$ cat config.mk
export PLATFORM = sky130hd
export DESIGN_NAME = jha_front
export DESIGN_NICKNAME = d
export VERILOG_FILES = /design/src/design/jha_pkg.sv /design/src/design/jha_div.sv /design/src/design/jha_front.sv
export SDC_FILE = /design/constraint.sdc
export NUM_CORES = 1
export LEC_CHECK = 0
export BUFFER_PORTS_ARGS = -buffer_cell sky130_fd_sc_hd__clkbuf_2
export CAP_MARGIN = 40
export CORE_MARGIN = 2
export CORE_UTILIZATION = 55
export CTS_BUF_LIST = sky130_fd_sc_hd__clkbuf_4 sky130_fd_sc_hd__clkbuf_8 sky130_fd_sc_hd__clkbuf_16
export DETAILED_ROUTE_END_ITERATION = 10
export GPL_TIMING_DRIVEN = 1
export HOLD_SLACK_MARGIN = 0.1
export PLACE_DENSITY = 0.82
export SLEW_MARGIN = 20
export SYNTH_ARGS = -nofsm -noshare
export SYNTH_HDL_FRONTEND = slang
export SYNTH_SLANG_ARGS = --single-unit
$ cat constraint.sdc
create_clock -name clk -period 3.9 [get_ports clk]
set_clock_uncertainty 0.2 [all_clocks]
set_input_delay 0.78 -clock clk [delete_from_list [all_inputs] [get_ports clk]]
set_output_delay 0.78 -clock clk [all_outputs]
set_load 0.03 [all_outputs]
$ cat src/design/jha_pkg.sv
`timescale 1ns / 1ps
// ---------------------------------------------------------------------------
// jha_pkg: shared types and constants of the joint histogram accumulator
// Item kinds, status codes, register indexes and the queue entry format.
// ---------------------------------------------------------------------------
package jha_pkg;

	// Field widths fixed by the interface
	localparam int PIX_W     = 16;
	localparam int KIND_W    = 2;
	localparam int QBIN_W    = 8;
	localparam int STATUS_W  = 2;
	localparam int RESULT_W  = 32;
	localparam int CFG_IDX_W = 2;
	localparam int CFG_W     = 16;

	// Largest supported bin count and the widths that follow from it
	localparam int MAX_BINS  = 4096;
	localparam int MAX_BIN_W = 12;
	// Width of range compares: holds a full quotient and MAX_BINS
	localparam int RANGE_W   = PIX_W + 1;

	// Depth of the queue between front and back
	localparam int QUEUE_DEPTH = 2;

	// Item kinds
	localparam logic [KIND_W-1:0] KIND_PIXEL = 2'd0;
	localparam logic [KIND_W-1:0] KIND_READ  = 2'd1;
	localparam logic [KIND_W-1:0] KIND_CLEAR = 2'd2;

	// Status codes
	localparam logic [STATUS_W-1:0] ST_OK      = 2'd0;
	localparam logic [STATUS_W-1:0] ST_RANGE_A = 2'd1;
	localparam logic [STATUS_W-1:0] ST_RANGE_B = 2'd2;

	// Configuration register indexes
	localparam logic [CFG_IDX_W-1:0] REG_BIN_WIDTH_A   = 2'd0;
	localparam logic [CFG_IDX_W-1:0] REG_BIN_WIDTH_B   = 2'd1;
	localparam logic [CFG_IDX_W-1:0] REG_REVERSE_STENC = 2'd2;

	// Operations handed from the front to the back
	typedef enum logic [1:0] {
		OP_COUNT  = 2'd0,
		OP_READ   = 2'd1,
		OP_CLEAR  = 2'd2,
		OP_REPORT = 2'd3
	} op_t;

	// One queue entry
	typedef struct packed {
		op_t                  op;
		logic [STATUS_W-1:0]  status;
		logic [MAX_BIN_W-1:0] bin_a;
		logic [MAX_BIN_W-1:0] bin_b;
	} entry_t;

	// Queue status seen by the front and back
	typedef struct packed {
		logic full;
		logic empty;
	} queue_stat_t;

endpackage

$ cat src/design/jha_div.sv
`timescale 1ns / 1ps
// ---------------------------------------------------------------------------
// jha_div: iterative unsigned divider for bin mapping
// Restoring division, one quotient bit per cycle; a zero divisor acts as one.
// ---------------------------------------------------------------------------
module jha_div
	import jha_pkg::*;
(
	input  logic             clk,
	input  logic             arst_n,
	input  logic             start,
	input  logic [PIX_W-1:0] dividend,
	input  logic [PIX_W-1:0] divisor,
	output logic             running,
	output logic [PIX_W-1:0] quotient
);

	localparam int CNT_W = $clog2(PIX_W);

	logic [PIX_W-1:0] rem_q;
	logic [PIX_W-1:0] quo_q;
	logic [PIX_W-1:0] dvs_q;
	logic [CNT_W-1:0] cnt_q;
	logic             run_q;
	logic [PIX_W:0]   shifted;
	logic [PIX_W:0]   trial;
	logic             borrow;

	// Trial subtract of the shifted remainder
	always_comb begin
		shifted = {rem_q, quo_q[PIX_W-1]};
		trial   = shifted - {1'b0, dvs_q};
		borrow  = trial[PIX_W];
	end

	// Control: run for one step per quotient bit
	always_ff @(posedge clk or negedge arst_n) begin
		if (!arst_n) begin
			run_q <= 1'b0;
			cnt_q <= '0;
		end else if (start) begin
			run_q <= 1'b1;
			cnt_q <= '0;
		end else if (run_q) begin
			cnt_q <= cnt_q + CNT_W'(1);
			if (cnt_q == CNT_W'(PIX_W - 1)) begin
				run_q <= 1'b0;
			end
		end
	end

	// Datapath: load operands, then shift in one quotient bit a cycle
	always_ff @(posedge clk) begin
		if (start) begin
			rem_q <= '0;
			quo_q <= dividend;
			dvs_q <= (divisor == '0) ? PIX_W'(1) : divisor;
		end else if (run_q) begin
			rem_q <= borrow ? shifted[PIX_W-1:0] : trial[PIX_W-1:0];
			quo_q <= {quo_q[PIX_W-2:0], ~borrow};
		end
	end

	assign running  = run_q;
	assign quotient = quo_q;

endmodule

$ cat src/design/jha_front.sv
`timescale 1ns / 1ps
// ---------------------------------------------------------------------------
// jha_front: item intake and classification
// Takes items, maps pixel samples to bins, checks ranges and queues work.
// ---------------------------------------------------------------------------
module jha_front
	import jha_pkg::*;
#(
	parameter int BINS = 256
) (
	input  logic              clk,
	input  logic              arst_n,
	input  logic              start,
	input  logic [KIND_W-1:0] kind,
	input  logic [PIX_W-1:0]  pixel_a,
	input  logic [PIX_W-1:0]  pixel_b,
	input  logic              inside_stencil,
	input  logic [QBIN_W-1:0] query_bin_a,
	input  logic [QBIN_W-1:0] query_bin_b,
	input  logic [PIX_W-1:0]  bin_width_a,
	input  logic [PIX_W-1:0]  bin_width_b,
	input  logic              reverse_stencil,
	input  logic              hold,
	input  queue_stat_t       qstat,
	output logic              busy,
	output logic              push,
	output entry_t            push_entry
);

	typedef enum logic [1:0] {
		F_IDLE = 2'b01,
		F_DIV  = 2'b10
	} fstate_t;

	fstate_t          state_q;
	logic             accept;
	logic             need_div;
	logic             div_start;
	logic             div_run;
	logic             div_run_b;
	logic [PIX_W-1:0] quo_a;
	logic [PIX_W-1:0] quo_b;
	entry_t           entry_imm;
	entry_t           entry_div;

	// Bin dividers, run side by side
	jha_div u_div_a (
		.clk      (clk),
		.arst_n   (arst_n),
		.start    (div_start),
		.dividend (pixel_a),
		.divisor  (bin_width_a),
		.running  (div_run),
		.quotient (quo_a)
	);

	jha_div u_div_b (
		.clk      (clk),
		.arst_n   (arst_n),
		.start    (div_start),
		.dividend (pixel_b),
		.divisor  (bin_width_b),
		.running  (div_run_b),
		.quotient (quo_b)
	);

	// Classify an item at intake
	always_comb begin
		busy      = (state_q != F_IDLE) || qstat.full || hold;
		accept    = start && !busy;
		need_div  = (kind == KIND_PIXEL) && (inside_stencil != reverse_stencil);
		div_start = accept && need_div;

		entry_imm.op     = OP_REPORT;
		entry_imm.status = ST_OK;
		entry_imm.bin_a  = MAX_BIN_W'(query_bin_a);
		entry_imm.bin_b  = MAX_BIN_W'(query_bin_b);
		case (kind)
			KIND_READ: begin
				if (RANGE_W'(query_bin_a) >= RANGE_W'(BINS)) begin
					entry_imm.status = ST_RANGE_A;
				end else if (RANGE_W'(query_bin_b) >= RANGE_W'(BINS)) begin
					entry_imm.status = ST_RANGE_B;
				end else begin
					entry_imm.op = OP_READ;
				end
			end
			KIND_CLEAR: begin
				entry_imm.op = OP_CLEAR;
			end
			default: begin
				entry_imm.op = OP_REPORT;
			end
		endcase
	end

	// Range check the bins once division is done
	always_comb begin
		entry_div.op     = OP_REPORT;
		entry_div.status = ST_OK;
		entry_div.bin_a  = quo_a[MAX_BIN_W-1:0];
		entry_div.bin_b  = quo_b[MAX_BIN_W-1:0];
		if (RANGE_W'(quo_a) >= RANGE_W'(BINS)) begin
			entry_div.status = ST_RANGE_A;
		end else if (RANGE_W'(quo_b) >= RANGE_W'(BINS)) begin
			entry_div.status = ST_RANGE_B;
		end else begin
			entry_div.op = OP_COUNT;
		end
	end

	// Queue either the intake entry or the divided one
	always_comb begin
		push       = 1'b0;
		push_entry = entry_imm;
		if (state_q == F_IDLE) begin
			push = accept && !need_div;
		end else if (!div_run && !div_run_b && !qstat.full) begin
			push       = 1'b1;
			push_entry = entry_div;
		end
	end

	// Sequencer: wait for the dividers, then hand over
	always_ff @(posedge clk or negedge arst_n) begin
		if (!arst_n) begin
			state_q <= F_IDLE;
		end else begin
			case (state_q)
				F_IDLE: begin
					if (div_start) begin
						state_q <= F_DIV;
					end
				end
				F_DIV: begin
					if (push) begin
						state_q <= F_IDLE;
					end
				end
				default: begin
					state_q <= F_IDLE;
				end
			endcase
		end
	end

endmodule

==> run metrics <==
status finished clean; syn nets 854; total number of vias 5291; r2r startpoint u_div_b.quotient[15]; Clk Latency, worst-skew pair 0.35 ns; vias in the first global route 5162; gpl congestion 0.897; synth warn 0; Port Buffer Count 118; # Max-Cap Violations 0; endpoint class of the critical path flip-flop; Mapped Cells 728; slew margin rel. 52.2%; f_max 289 MHz; clock slew at reported path FFs 0.07 ns; Reg-to-Reg End u_div_b.rem_q[1]; per-cell routed wire length 14.9 um; Starting Density 56.5%; Power Dens Cells 770 nW/um^2; 1st-pass router iterations 4; unrepaired setup endpoints after global routing no; post-synth cell types 67; Die Y 113 um; asr flop ratio synth 11.1%; Fin. Hold Viols 0; CTS Sinks 108; DP HPWL 10300 um; Commonest cells post-synth nand2_1 (174), edfxtp_1 (64), clkbuf_1 (49); Peak VDD IR 330 uV; post-synthesis register bit count 108; Worst setup SP type flip-flop; worst min path class in2async; Antenna diodes 0; via/cell ratio 5.53; post-route ant nets 0; most numerous cell in the Yosys netlist nand2_1; layout cells sized above 1 19.3%; Primary FF master, synth edfxtp_1; R2R setup slack 0.43 ns; r2r worst-path depth 12; setup TNS 0 ns; pin count of the biggest net entering global routing 64; Max FO, Critical Path 19; H-tree Lvls 3; post-synth top area cell edfxtp_1; Synth top area share 29.6%; CTS tree done; Post-CTS Setup Bufs 0; first-pass GRT wire length 23700 um; Area Overhead vs Synth 14.4%; Worst path max stage delay 0.44 ns; largest cells by area after synthesis edfxtp_1 (30%), nand2_1 (10%), dfxtp_1 (9.9%); Pwr Total 5.71 mW; hold_buf cts 0; Crit-path slowest cell fa_1; fin crit share 88.9%; # DRC 0; worst path cell trace inv_1 > ha_1 > fa_1 > nor2b_4 > o31a_4 > o21ai_2 > a211oi_2 > o21ai_1 > a311oi_4 > buf_4 > mux2_2 > o21ai_0; Iteration-0 DRC Markers 386; final setup vio count 0; Core Region 11500 um^2; Max Transition Viols Final 0; Root Buffer clkbuf_16; sequential share of the synthesized area 44.2%; CTS max path bufs 2; critical path buffer and inverter count 2; crit path DAT 3.53 ns; total gr overflow 0; critical path class reg2reg; Worst Max-Slew Pin Slew 0.708 ns; Tmin final 3.47 ns; die extent in x 113 um; Lkg Pwr 3.52 nW; mean post-synth cell area 8.90 um^2; Final nets 934; Post-CTS Resized 0; CTS Buf Count 9; num ports 120; Worst path top cell family by delay compound AO/OA/AOI/OAI gates; Tot GR Track Use 22.8%; initial antenna violation count 0; Rows 39; Routed WL 14300 um; die area 12700 um^2; Worst Path Required 3.97 ns; Post-synth EDFFs 64; area of the mapped netlist 6480 um^2
[cell families (layout without fill, tap and decap cells)]
logic type / after synthesis / count (layout) / share of synthesized area, %
and+or+nand+nor: 268 / 268 / 18.2
xor gates and xnor gates: 30 / 30 / 4.34
AOI/OAI and AO/OA: 148 / 148 / 14.6
DFF: 108 / 108 / 44.2
buffers and inverters: 105 / 190 / 6.39
adders and majority gates: 36 / 36 / 7.18
muxes: 33 / 33 / 5.15
[stage by stage]
step / util [%] / std cells / hold WS (ns) / instance area [um^2] / setup WS (ns)
floorplan: - / 728 / 0.250 / 6480 / 0.552
global placement: 62.0 / 940 / 0.268 / 7110 / 0.576
detailed placement: 62.0 / 940 / 0.275 / 7110 / 0.454
CTS: 64.7 / 956 / 0.109 / 7420 / 0.434
global route: 64.7 / 956 / 0.123 / 7420 / 0.234
finish: 64.7 / 956 / 0.105 / 7420 / 0.434
[report_power, final]
group	leakage, nW	internal, mW	switching, mW	total (mW)
Clock	0.158	0.549	0.405	0.954
Combinational	2.35	1.25	1.54	2.79
Sequential	1.01	1.68	0.285	1.97
[layer usage]
metal / GRT usage [%] / vias to the layer above / routed length (um)
li1: - / 2648 / -
met1: 29.4 / 2452 / 6380
met2: 38.8 / 163 / 6840
met3: 4.00 / 28 / 771
met4: 8.13 / 0 / 291
met5: 0 / - / 0
[layout by cell type (no fill, tap or decap), drive strengths merged, types with 2 or more instances in the layout]
cell and n:
or3 3, a21boi 2, nor3 4, nand3 5, buf 9, edfxtp 64
dfrtp 11, a22o 2, a41oi 2, a21oi 44, xnor2 17, o31a 2
dfxtp 32, nand2b 2, a41o 2, nor2b 10, nand3b 5, nor2 31
o22ai 2, fa 2, o21a 7, nand4 5, a21o 11, o21ai 50
and3 3, a211oi 2, mux2i 30, a31oi 6, and2 9, xor2 13
nand2 174, o21bai 2, o211ai 2, mux2 3, inv 49, o31ai 3
clkbuf 131, ha 34, nor4 12
[cell type report]
cell class,count,area [um^2]
multi-input cells,515,3220
inverters,47,176
repair buffers,127,671
clock buffers,13,268
flip-flops and latches,108,2860
fillers,918,4050
well taps,143,179
clock inverters,3,42.5
[registers in the layout, indices dropped and copies added (netlist names)]
register and cells:
u_div_a.running 1, u_div_b.running 1, u_div_b.dvs_q 16, state_q 2, u_div_a.cnt_q 4, u_div_a.rem_q 16
u_div_b.cnt_q 4, u_div_a.dvs_q 16, u_div_a.quotient 16, u_div_b.rem_q 16, u_div_b.quotient 16
[worst max path at each step]
stage	from	end	cells past startpoint
after floorplan	inside_stencil	u_div_a.dvs_q[0]	6
after global placement	u_div_a.quotient[15]	u_div_a.rem_q[10]	12
after detailed placement	u_div_b.quotient[15]	u_div_b.rem_q[1]	12
after CTS	u_div_b.quotient[15]	u_div_b.rem_q[1]	12
after global routing	u_div_b.quotient[15]	u_div_b.rem_q[1]	12
final	u_div_b.quotient[15]	u_div_b.rem_q[1]	12
Note: power is estimated with default switching activity, not from simulation.
