--- config.mk ---
export PLATFORM = sky130hd
export DESIGN_NAME = jha_queue
export DESIGN_NICKNAME = d
export VERILOG_FILES = /design/src/design/jha_pkg.sv /design/src/design/jha_queue.sv
export SDC_FILE = /design/constraint.sdc
export NUM_CORES = 1
export LEC_CHECK = 0
export ABC_CLOCK_PERIOD_IN_PS = 3890
export BUFFER_PORTS_ARGS = -buffer_cell sky130_fd_sc_hd__buf_2
export CORE_MARGIN = 3
export CORE_UTILIZATION = 30
export DETAILED_ROUTE_END_ITERATION = 16
export PLACE_DENSITY = 0.53
export SLEW_MARGIN = 20
export SYNTH_ARGS = -nofsm -noshare
export SYNTH_HDL_FRONTEND = slang
export SYNTH_SLANG_ARGS = --single-unit
--- constraint.sdc ---
create_clock -name clk -period 3.89 [get_ports clk]
set_input_delay 0.389 -clock clk [delete_from_list [all_inputs] [get_ports clk]]
set_output_delay 0.389 -clock clk [all_outputs]
set_load 0.01 [all_outputs]
--- src/design/jha_pkg.sv ---
`timescale 1ns / 1ps
// ---------------------------------------------------------------------------
// jha_pkg: shared types and constants of the joint histogram accumulator
// Item kinds, status codes, register indexes and the queue entry format.
// ---------------------------------------------------------------------------
package jha_pkg;

	// Field widths fixed by the interface
	localparam int PIX_W     = 16;
	localparam int KIND_W    = 2;
	localparam int QBIN_W    = 8;
	localparam int STATUS_W  = 2;
	localparam int RESULT_W  = 32;
	localparam int CFG_IDX_W = 2;
	localparam int CFG_W     = 16;

	// Largest supported bin count and the widths that follow from it
	localparam int MAX_BINS  = 4096;
	localparam int MAX_BIN_W = 12;
	// Width of range compares: holds a full quotient and MAX_BINS
	localparam int RANGE_W   = PIX_W + 1;

	// Depth of the queue between front and back
	localparam int QUEUE_DEPTH = 2;

	// Item kinds
	localparam logic [KIND_W-1:0] KIND_PIXEL = 2'd0;
	localparam logic [KIND_W-1:0] KIND_READ  = 2'd1;
	localparam logic [KIND_W-1:0] KIND_CLEAR = 2'd2;

	// Status codes
	localparam logic [STATUS_W-1:0] ST_OK      = 2'd0;
	localparam logic [STATUS_W-1:0] ST_RANGE_A = 2'd1;
	localparam logic [STATUS_W-1:0] ST_RANGE_B = 2'd2;

	// Configuration register indexes
	localparam logic [CFG_IDX_W-1:0] REG_BIN_WIDTH_A   = 2'd0;
	localparam logic [CFG_IDX_W-1:0] REG_BIN_WIDTH_B   = 2'd1;
	localparam logic [CFG_IDX_W-1:0] REG_REVERSE_STENC = 2'd2;

	// Operations handed from the front to the back
	typedef enum logic [1:0] {
		OP_COUNT  = 2'd0,
		OP_READ   = 2'd1,
		OP_CLEAR  = 2'd2,
		OP_REPORT = 2'd3
	} op_t;

	// One queue entry
	typedef struct packed {
		op_t                  op;
		logic [STATUS_W-1:0]  status;
		logic [MAX_BIN_W-1:0] bin_a;
		logic [MAX_BIN_W-1:0] bin_b;
	} entry_t;

	// Queue status seen by the front and back
	typedef struct packed {
		logic full;
		logic empty;
	} queue_stat_t;

endpackage

--- src/design/jha_queue.sv ---
`timescale 1ns / 1ps
// ---------------------------------------------------------------------------
// jha_queue: short queue between front and back
// Holds classified operations so that either side may stall on its own.
// ---------------------------------------------------------------------------
module jha_queue
	import jha_pkg::*;
(
	input  logic        clk,
	input  logic        arst_n,
	input  logic        push,
	input  entry_t      push_entry,
	input  logic        pop,
	output entry_t      head,
	output queue_stat_t stat
);

	localparam int PTR_W = $clog2(QUEUE_DEPTH);
	localparam int CNT_W = $clog2(QUEUE_DEPTH + 1);

	entry_t           slot_q [QUEUE_DEPTH];
	logic [PTR_W-1:0] wr_ptr_q;
	logic [PTR_W-1:0] rd_ptr_q;
	logic [CNT_W-1:0] fill_q;

	// Pointers and fill level
	always_ff @(posedge clk or negedge arst_n) begin
		if (!arst_n) begin
			wr_ptr_q <= '0;
			rd_ptr_q <= '0;
			fill_q   <= '0;
		end else begin
			if (push) begin
				wr_ptr_q <= (wr_ptr_q == PTR_W'(QUEUE_DEPTH - 1)) ? '0 : wr_ptr_q + PTR_W'(1);
			end
			if (pop) begin
				rd_ptr_q <= (rd_ptr_q == PTR_W'(QUEUE_DEPTH - 1)) ? '0 : rd_ptr_q + PTR_W'(1);
			end
			if (push && !pop) begin
				fill_q <= fill_q + CNT_W'(1);
			end else if (pop && !push) begin
				fill_q <= fill_q - CNT_W'(1);
			end
		end
	end

	// Store pushed entries
	always_ff @(posedge clk) begin
		if (push) begin
			slot_q[wr_ptr_q] <= push_entry;
		end
	end

	assign head       = slot_q[rd_ptr_q];
	assign stat.full  = (fill_q == CNT_W'(QUEUE_DEPTH));
	assign stat.empty = (fill_q == '0);

endmodule

==> results of run 1 <==
[through the flow]
| stage | cell area (um2) | std cells |
|---|---|---|
| after global routing | 2860 | 277 |
| final | 2860 | 277 |
| after floorplan | 2250 | 103 |
| after CTS | 2860 | 277 |
| after detailed placement | 2670 | 260 |
| after global placement | 2670 | 260 |
[power by group]
part           internal [mW]  switching, mW  leakage [nW]
clock network          0.285          0.224        0.0892
logic                  0.291          0.297         0.459
registers              0.862         0.0462         0.572
[final timing paths]
kind / startpoint / end / slack [ns] / cells past startpoint
worst max-delay path: rd_ptr_q / head[16] / 1.89 / 3
worst min register to register: rd_ptr_q / rd_ptr_q / 0.47 / 1
worst max register to register: wr_ptr_q / slot_q[0][2] / 2.63 / 2
max in group asynchronous: arst_n / rd_ptr_q / 3.37 / 2
min in group asynchronous: arst_n / fill_q[1] / 0.40 / 2
worst min-delay path: push_entry[17] / slot_q[1][17] / 0.25 / 1
[layer usage]
metal | GRT usage, % | share of wire [%] | vias up
li1 | - | - | 543
met1 | 9.93 | 39 | 563
met2 | 16.6 | 52 | 37
met3 | 3.17 | 6.0 | 9
met4 | 6.96 | 2.9 | 0
met5 | 0 | 0 | -
[logic make-up (layout without fill, tap and decap cells)]
| kind of cell | Yosys count | in the layout |
|---|---|---|
| DFF | 60 | 60 |
| muxes | 28 | 28 |
| xor gates and xnor gates | 5 | 5 |
| and+or+nand+nor | 5 | 5 |
| buffers and inverters | 4 | 82 |
| adders and majority gates | 1 | 1 |
[cell type report]
cell class                 count  area, um2  share of cell area (%)
tap                           96        120                    4.20
sequential                    60       1780                    62.2
clock buffer                   9        124                    4.33
multi-input combinational     39        438                    15.3
timing repair buffer          65        338                    11.8
inverter                       1       3.75                   0.131
clock inverter                 7       57.6                    2.01
[critical path, cell delays in order (launching register included)]
cell     delay (ns)
dfrtp_1        0.36
buf_4          0.39
mux2_2         0.39
buf_2          0.14
[synth_stat cells]
cell type,instances
edfxtp_1,56
xnor2_1,1
nor2b_1,2
buf_4,1
dfrtp_1,4
buf_6,1
mux2_4,10
mux2_2,18
inv_1,1
nor2_1,2
buf_8,1
xor2_1,4
and2_1,1
ha_1,1
[state kept, by name, indices dropped and copies added, names as in the netlist]
name,count
fill_q,2
rd_ptr_q,1
slot_q,56
wr_ptr_q,1
==> impl_metrics.json, run 1 <==
{
  "hold_class": "primary input to flip-flop",
  "crit_type": "flip-flop to primary output",
  "maxCapViolations": 0,
  "wl_per_cell_um": 14.4,
  "drt-initial-drc-count": 21,
  "ir_drop_mv": 0.297,
  "end_kind": "primary output",
  "post_cts_buffers": 0,
  "synth_compound_gate_area_share_pct": 0,
  "drive_gt1_share_pct": 58.0,
  "grt.total_usage_pct": 9.70,
  "drc": 0,
  "dieArea_mm2": 0.00859,
  "cts_buffers": 9,
  "fin_total_pwr_mw": 2.01,
  "die_width_um": 92.7,
  "seq_area_frac_synth_pct": 79.0,
  "yosys_register_bits": 60,
  "syn_avg_cell_area_um2": 21.9,
  "syn_area_mm2": 0.00225,
  "ctsHoldBuffers": 1,
  "grt_pass1_vias": 1297,
  "vias_per_cell": 4.16,
  "antenna_found_initial": 0,
  "synth_xor_area_share_pct": 1.94,
  "synthesis.nets": 136,
  "grt_pass1_wl_um": 6180,
  "fin_crit_ns": 2.00,
  "insertion_delay_ns": 0.32,
  "setup_viol": 0,
  "crit_required_ns": 3.50,
  "ioPinCount": 62,
  "status": "finished, final reports clean",
  "synth_top_family_by_area": "multiplexers",
  "layout_commonest_cell": "buf_2",
  "critPathMaxFanout": 28,
  "cts_tree": "done",
  "ctsHtreeMaxLevel": 3,
  "clkTransAtPathRegs_ns": 0.06,
  "leakage_nw": 1.12,
  "root_buffer": "clkbuf_8",
  "worst_slew_pin_slew_ns": 0.410,
  "detailedPlace.worstSlack_ns": 2.19,
  "yosys_warnings": 0,
  "vias": 1152,
  "fp.coreArea_mm2": 0.00702,
  "rsz0062_at_grt": "false",
  "synth_top_cell_by_area": "edfxtp_1",
  "synthSimpleGateAreaFrac_pct": 1.17,
  "synth_top_area_share_pct": 74.6,
  "synth_area_leaders": "edfxtp_1 75%, mux2_2 9.0%, mux2_4 6.7%, dfrtp_1 4.4%, xor2_1 1.6%",
  "cp_data_arrival_time_ns": 1.61,
  "wl_um": 4000,
  "hold_violations": 0,
  "slew-limit-headroom_pct": 72.7,
  "syn_inst": 103,
  "syn_to_final_growth_pct": 27.0,
  "skew_ns": 0.00504,
  "yosys.area_share.adder_pct": 0.555,
  "utilization_pct": 40.8,
  "ant_nets": 0,
  "worst_slack_ns": 1.89,
  "die-height_um": 92.7,
  "gp_congestion": 0.644,
  "drv_slew": 0,
  "fin_crit_sh_pct": 51.4,
  "nets": 209,
  "hpwl_um": 2650,
  "powerDensity_mw_per_mm2": 701,
  "fp-row-count": 30,
  "numClockSinks": 60,
  "start_util_pct": 32.1,
  "fmax_mhz": 500,
  "grt_overflow": 0,
  "first_pass_iters": 4,
  "layout_common_cells": "61 x buf_2, 56 x edfxtp_1, 18 x mux2_2",
  "fin_tns_setup_ns": 0,
  "cts_resized": 0,
  "ys_types": 14,
  "port_buffers": 61,
  "cp-start-kind": "flip-flop",
  "whs_ns": 0.252,
  "diodes": 0,
  "fillers": 661,
  "grt_max_degree": 29,
  "synthMuxAreaShare_pct": 15.6,
  "clockBufferDepth": 2
}
No activity file was read; power rests on OpenSTA's default activity.
==> inputs of run 2 (changes only) <==
Settings changed: ABC_AREA set to 1, ABC_CLOCK_PERIOD_IN_PS 3890 to 2050.
Clock period 3.89 ns to 2.05 ns, I/O delays scaled along.
==> impl_metrics.json, run 2 <==
{
  "syn_avg_cell_area_um2": 20.3,
  "cts_buffers": 9,
  "yosysMostFrequentCell": "edfxtp_1",
  "rrSetupSlack_ns": 0.82,
  "fp.coreArea_mm2": 0.00729,
  "final_cells": 289,
  "syn_inst": 112,
  "clockBufferDepth": 2,
  "vias": 1164,
  "r2r_end": "slot_q[0][24]",
  "worst_slack_ns": 0.363,
  "die-height_um": 93.1,
  "grt_pass1_wl_um": 5850,
  "seq_area_frac_synth_pct": 78.3,
  "layout_commonest_cell": "buf_2",
  "maxCapViolations": 0,
  "synth_top_area_share_pct": 73.9,
  "root_buffer": "clkbuf_8",
  "wl_per_cell_um": 13.0,
  "clkTransAtPathRegs_ns": 0.06,
  "crit_start": "rd_ptr_q",
  "worst_slew_pin_slew_ns": 0.403,
  "p_int_mw": 2.88,
  "setup_viol": 0,
  "cts_tree": "done",
  "syn_area_mm2": 0.00227,
  "comb_power_share_pct": 29.0,
  "numClockSinks": 60,
  "hpwl_um": 2450,
  "gp_congestion": 0.649,
  "syn_to_final_growth_pct": 28.5,
  "clkPwrFrac_pct": 27.4,
  "grt_max_degree": 29,
  "layout_common_cells": "61 x buf_2, 56 x edfxtp_1, 18 x mux2_2",
  "dp.cells": 272,
  "cpPeakStageDelay_ns": 0.41,
  "largest_registers": "slot_q: 56 flops, fill_q: 2 flops",
  "ctsHtreeMaxLevel": 3,
  "ff2ff_path_depth": 2,
  "fin_crit_ns": 1.69,
  "grt_overflow": 0,
  "fp-row-count": 31,
  "cp.depth": 3,
  "yosys_register_bits": 60,
  "fin_area_mm2": 0.00292,
  "wl_um": 3750,
  "hold_violations": 0,
  "crit_buf_inv": 2,
  "leakage_nw": 1.17,
  "detailedPlace.worstSlack_ns": 0.695,
  "antenna_found_initial": 0,
  "drive_gt1_share_pct": 55.8,
  "ir_drop_mv": 0.626,
  "vias_per_cell": 4.03,
  "crit_type": "flip-flop to primary output",
  "cp-start-kind": "flip-flop",
  "critPathSlowestCell": "dfrtp_1",
  "cts_resized": 0,
  "start_util_pct": 31.2,
  "fin_total_pwr_mw": 3.95,
  "dieArea_mm2": 0.00866,
  "crit_required_ns": 1.85,
  "place_area_mm2": 0.00271,
  "critical-path-top-delay-family": "flip-flops",
  "ant_nets": 0,
  "regMostFlops": "slot_q",
  "largest_reg_flops": 56,
  "drc": 0,
  "grt.total_usage_pct": 9.32,
  "port_buffers": 61,
  "critPathMaxFanout": 28,
  "slew-limit-headroom_pct": 73.1,
  "synth_top_cell_by_area": "edfxtp_1",
  "ys_types": 15,
  "power_switching_mw": 1.07,
  "synth_common_cells": "56 x edfxtp_1, 18 x mux2_2, 10 x mux2_4",
  "drt-initial-drc-count": 30,
  "skew_ns": 0.00301,
  "diodes": 0,
  "powerDensity_mw_per_mm2": 1350,
  "insertion_delay_ns": 0.32,
  "grt_pass1_vias": 1208,
  "fin_crit_sh_pct": 82.3,
  "nets": 218,
  "r2r-start": "wr_ptr_q",
  "ys.flop_type": "edfxtp_1",
  "synthesis.nets": 145,
  "end_kind": "primary output",
  "drv_slew": 0,
  "synthArstFlopShare_pct": 6.67,
  "p_sw_share_pct": 27.1,
  "fin_tns_setup_ns": 0,
  "rsz0062_at_grt": "false",
  "fmax_mhz": 593,
  "hold_class": "primary input to flip-flop",
  "seqPwrFrac_pct": 43.6,
  "die_width_um": 93.1,
  "first_pass_iters": 4,
  "synth-edff-count": 56,
  "path_cells": "buf_12 -> mux2_2 -> buf_2",
  "yosys_warnings": 0,
  "ioPinCount": 62,
  "critPathCapture": "head[3]",
  "status": "finished, final reports clean",
  "synth_area_leaders": "edfxtp_1 74%, mux2_2 8.9%, mux2_4 6.6%, dfrtp_1 4.4%, inv_1 1.2%",
  "cp_data_arrival_time_ns": 1.48
}
run 2: cell types whose count changed after synthesis, sizes merged:
cell,previous run,this run
and2,1,0
inv,1,7
nand2,0,5
nand3,0,1
nand4,0,1
nor2,2,3
nor2b,2,0
xor2,4,2
run 2: worst reg2reg max path, cell delays in order, from the launching register on:
cell,delay (ns)
dfrtp_1,0.41
nor2_2,0.11
buf_4,0.36
run 2: cells by family after synthesis:
logic type	count (synthesis)	synth area share (%)
xor gates and xnor gates	3	1.16
DFF	60	78.3
buffers and inverters	10	2.64
and+or+nand+nor	10	1.82
adders and majority gates	1	0.550
muxes	28	15.5
run 2: worst min-delay path by stage:
| stage | from | endpoint | slack (ns) | depth (start not counted) |
|---|---|---|---|---|
| 5_1_grt | push_entry[5] | slot_q[0][5] | 0.04 | 1 |
| 2_1_floorplan | arst_n | fill_q[0] | -0.09 | 0 |
| 6_report | push_entry[5] | slot_q[1][5] | 0.07 | 1 |
| 3_5_place_dp | arst_n | wr_ptr_q | 0.02 | 1 |
| 4_1_cts | push_entry[16] | slot_q[0][16] | 0.05 | 1 |
| 3_3_place_gp | arst_n | wr_ptr_q | 0.02 | 1 |
run 2: power by group through the flow:
stage               Combinational, mW  Sequential (mW)  Clock [mW]
floorplan                       0.802             1.72           0
global placement                 1.18             1.74           0
detailed placement               1.18             1.75           0
global route                     1.25             1.75        1.18
finish                           1.14             1.72        1.08
CTS                              1.18             1.72        1.12
run 2: per-layer routing:
| metal | wire length, um | track usage, % | part of all wire, % |
|---|---|---|---|
| met5 | 0 | 0 | 0 |
| met3 | 227 | 4.10 | 6.1 |
| met1 | 1590 | 10.6 | 42 |
| met4 | 79 | 5.86 | 2.1 |
| met2 | 1850 | 14.3 | 49 |
run 2: repair_timing:
item / 4_1_cts / 5_1_grt
setup buffers: 0 / 0
hold endpoints to repair: 4 / 0
hold buffers: 1 / 0
run 2: stage by stage:
stage	hold slack, ns	util (%)
final	0.0704	40.1
after global routing	0.0416	40.1
after CTS	0.0489	40.1
after detailed placement	0.0158	37.1
after global placement	0.0155	37.1
after floorplan	-0.0906	-
run 2: area by class of cell:
| cell class | count | area [um2] |
|---|---|---|
| fill | 703 | 4370 |
| sequential | 60 | 1780 |
| multi-input combinational | 42 | 435 |
| timing repair buffer | 65 | 350 |
| clock buffer | 9 | 124 |
| tap | 99 | 124 |
| clock inverter | 7 | 81.3 |
| inverter | 7 | 26.3 |
==> inputs of run 3 (changes only) <==
Settings changed: ABC_CLOCK_PERIOD_IN_PS 2050 to 1400, PLACE_DENSITY 0.53 to 0.54.
Clock period 2.05 ns to 1.4 ns, I/O delays scaled along.
==> impl_metrics.json, run 3 (synthesis gave the netlist of run 2 again) <==
{
  "grt_pass1_vias": 1423,
  "die_width_um": 93.1,
  "drv_slew": 0,
  "worst_slew_pin_slew_ns": 0.182,
  "port_buffers": 61,
  "cp-start-kind": "flip-flop",
  "diodes": 0,
  "ctsHtreeMaxLevel": 3,
  "utilization_pct": 46.7,
  "hold_violations": 0,
  "hold_depth": 2,
  "slew-limit-headroom_pct": 87.9,
  "wl_um": 4320,
  "leakage_nw": 1.39,
  "end_kind": "primary output",
  "largest_registers": "slot_q: 56 flops, fill_q: 2 flops",
  "first_pass_iters": 4,
  "wl_per_cell_um": 13.5,
  "layout_commonest_cell": "edfxtp_1",
  "ant_nets": 0,
  "syn_to_final_growth_pct": 49.7,
  "vias": 1316,
  "ioPinCount": 62,
  "hpwl_um": 2700,
  "nets": 249,
  "layout_common_cells": "56 x edfxtp_1, 42 x buf_2, 30 x dlygate4sd3_1",
  "numClockSinks": 60,
  "drive_gt1_share_pct": 49.3,
  "worst_slack_ns": -0.130,
  "clkTransAtPathRegs_ns": 0.06,
  "start_util_pct": 31.2,
  "setup_viol": 28,
  "antenna_found_initial": 0,
  "vias_per_cell": 4.11,
  "maxCapViolations": 0,
  "cts_tree": "done",
  "critPathMaxFanout": 17,
  "fin_crit_ns": 1.53,
  "dieArea_mm2": 0.00866,
  "crit_start": "rd_ptr_q",
  "powerDensity_mw_per_mm2": 1840,
  "grt_overflow": 0,
  "root_buffer": "clkbuf_8",
  "fp.coreArea_mm2": 0.00729,
  "skew_ns": 0.00721,
  "dp.cells": 274,
  "crit_required_ns": 1.26,
  "grt.total_usage_pct": 10.6,
  "regMostFlops": "slot_q",
  "die-height_um": 93.1,
  "grt_pass1_wl_um": 6760,
  "fin_crit_sh_pct": 109,
  "place_area_mm2": 0.00277,
  "gp_congestion": 0.615,
  "rrSetupSlack_ns": 0.28,
  "cp_data_arrival_time_ns": 1.39,
  "ir_drop_mv": 0.805,
  "fin_area_mm2": 0.00341,
  "drt-initial-drc-count": 42,
  "fillers": 669,
  "drc": 0,
  "violations": "negative setup slack",
  "clockBufferDepth": 2,
  "final_cells": 320,
  "status": "finished, violations left",
  "post_cts_buffers": 0,
  "grt_max_degree": 29,
  "fmax_mhz": 654,
  "hold_class": "primary input to flip-flop",
  "r2r-start": "wr_ptr_q",
  "rsz0062_at_grt": "true",
  "largest_reg_flops": 56,
  "fp-row-count": 31,
  "crit_type": "flip-flop to primary output",
  "insertion_delay_ns": 0.32,
  "hp-start": "push",
  "ff2ff_path_depth": 3,
  "cts_buffers": 9,
  "fin_total_pwr_mw": 6.25
}
==> run 3: final cells by class <==
| type | instances | area, um2 | area share (%) |
|---|---|---|---|
| Inverter | 7 | 26.3 | 0.771 |
| Multi-Input combinational cell | 42 | 478 | 14.0 |
| Sequential cell | 60 | 1780 | 52.4 |
| Timing Repair Buffer | 96 | 812 | 23.8 |
| Clock inverter | 6 | 55.1 | 1.62 |
| Tap cell | 99 | 124 | 3.64 |
| Clock buffer | 10 | 128 | 3.75 |
==> run 3: report_power, final <==
group,total [mW],leakage (nW),switching (mW),internal (mW)
registers,2.54,0.572,0.141,2.39
logic,2.30,0.723,0.967,1.34
clock network,1.41,0.0911,0.611,0.803
total,6.25,1.39,1.72,4.53
==> run 3: worst max-delay path, stage by stage (launching register included) <==
cell and delay, ns:
dfrtp_2 0.40, buf_12 0.18, mux2_2 0.34, buf_2 0.14
==> run 3: final timing paths <==
| path | end |
|---|---|
| setup / recovery | head[27] |
| hold / removal | wr_ptr_q |
| setup reg to reg | slot_q[1][12] |
| hold reg to reg | fill_q[1] |
| max in group asynchronous | rd_ptr_q |
| min in group asynchronous | fill_q[1] |
==> run 3: per-stage QoR <==
step / TNS (ns) / hold slack, ns / worst slack (ns)
floorplan: -0.0705 / -0.156 / -0.00252
global placement: 0 / -0.0412 / 0.152
detailed placement: 0 / -0.0366 / 0.144
CTS: -4.79 / 0.0285 / -0.212
global route: -4.36 / 0.0343 / -0.201
finish: -2.79 / 0.0558 / -0.130
==> run 3: repair_timing <==
| action | 4_1_cts | 5_1_grt |
|---|---|---|
| hold buffers | 30 | 0 |
| hold endpoints to repair | 59 | 0 |
| gates resized for setup | 27 | 3 |
| setup endpoints to repair | 28 | 28 |
==> run 3: layer usage <==
metal  track usage [%]  share of wire (%)
met1              12.3                 41
met2              17.2                 52
met3              3.38                5.7
met4              6.23                1.3
met5                 0                  0
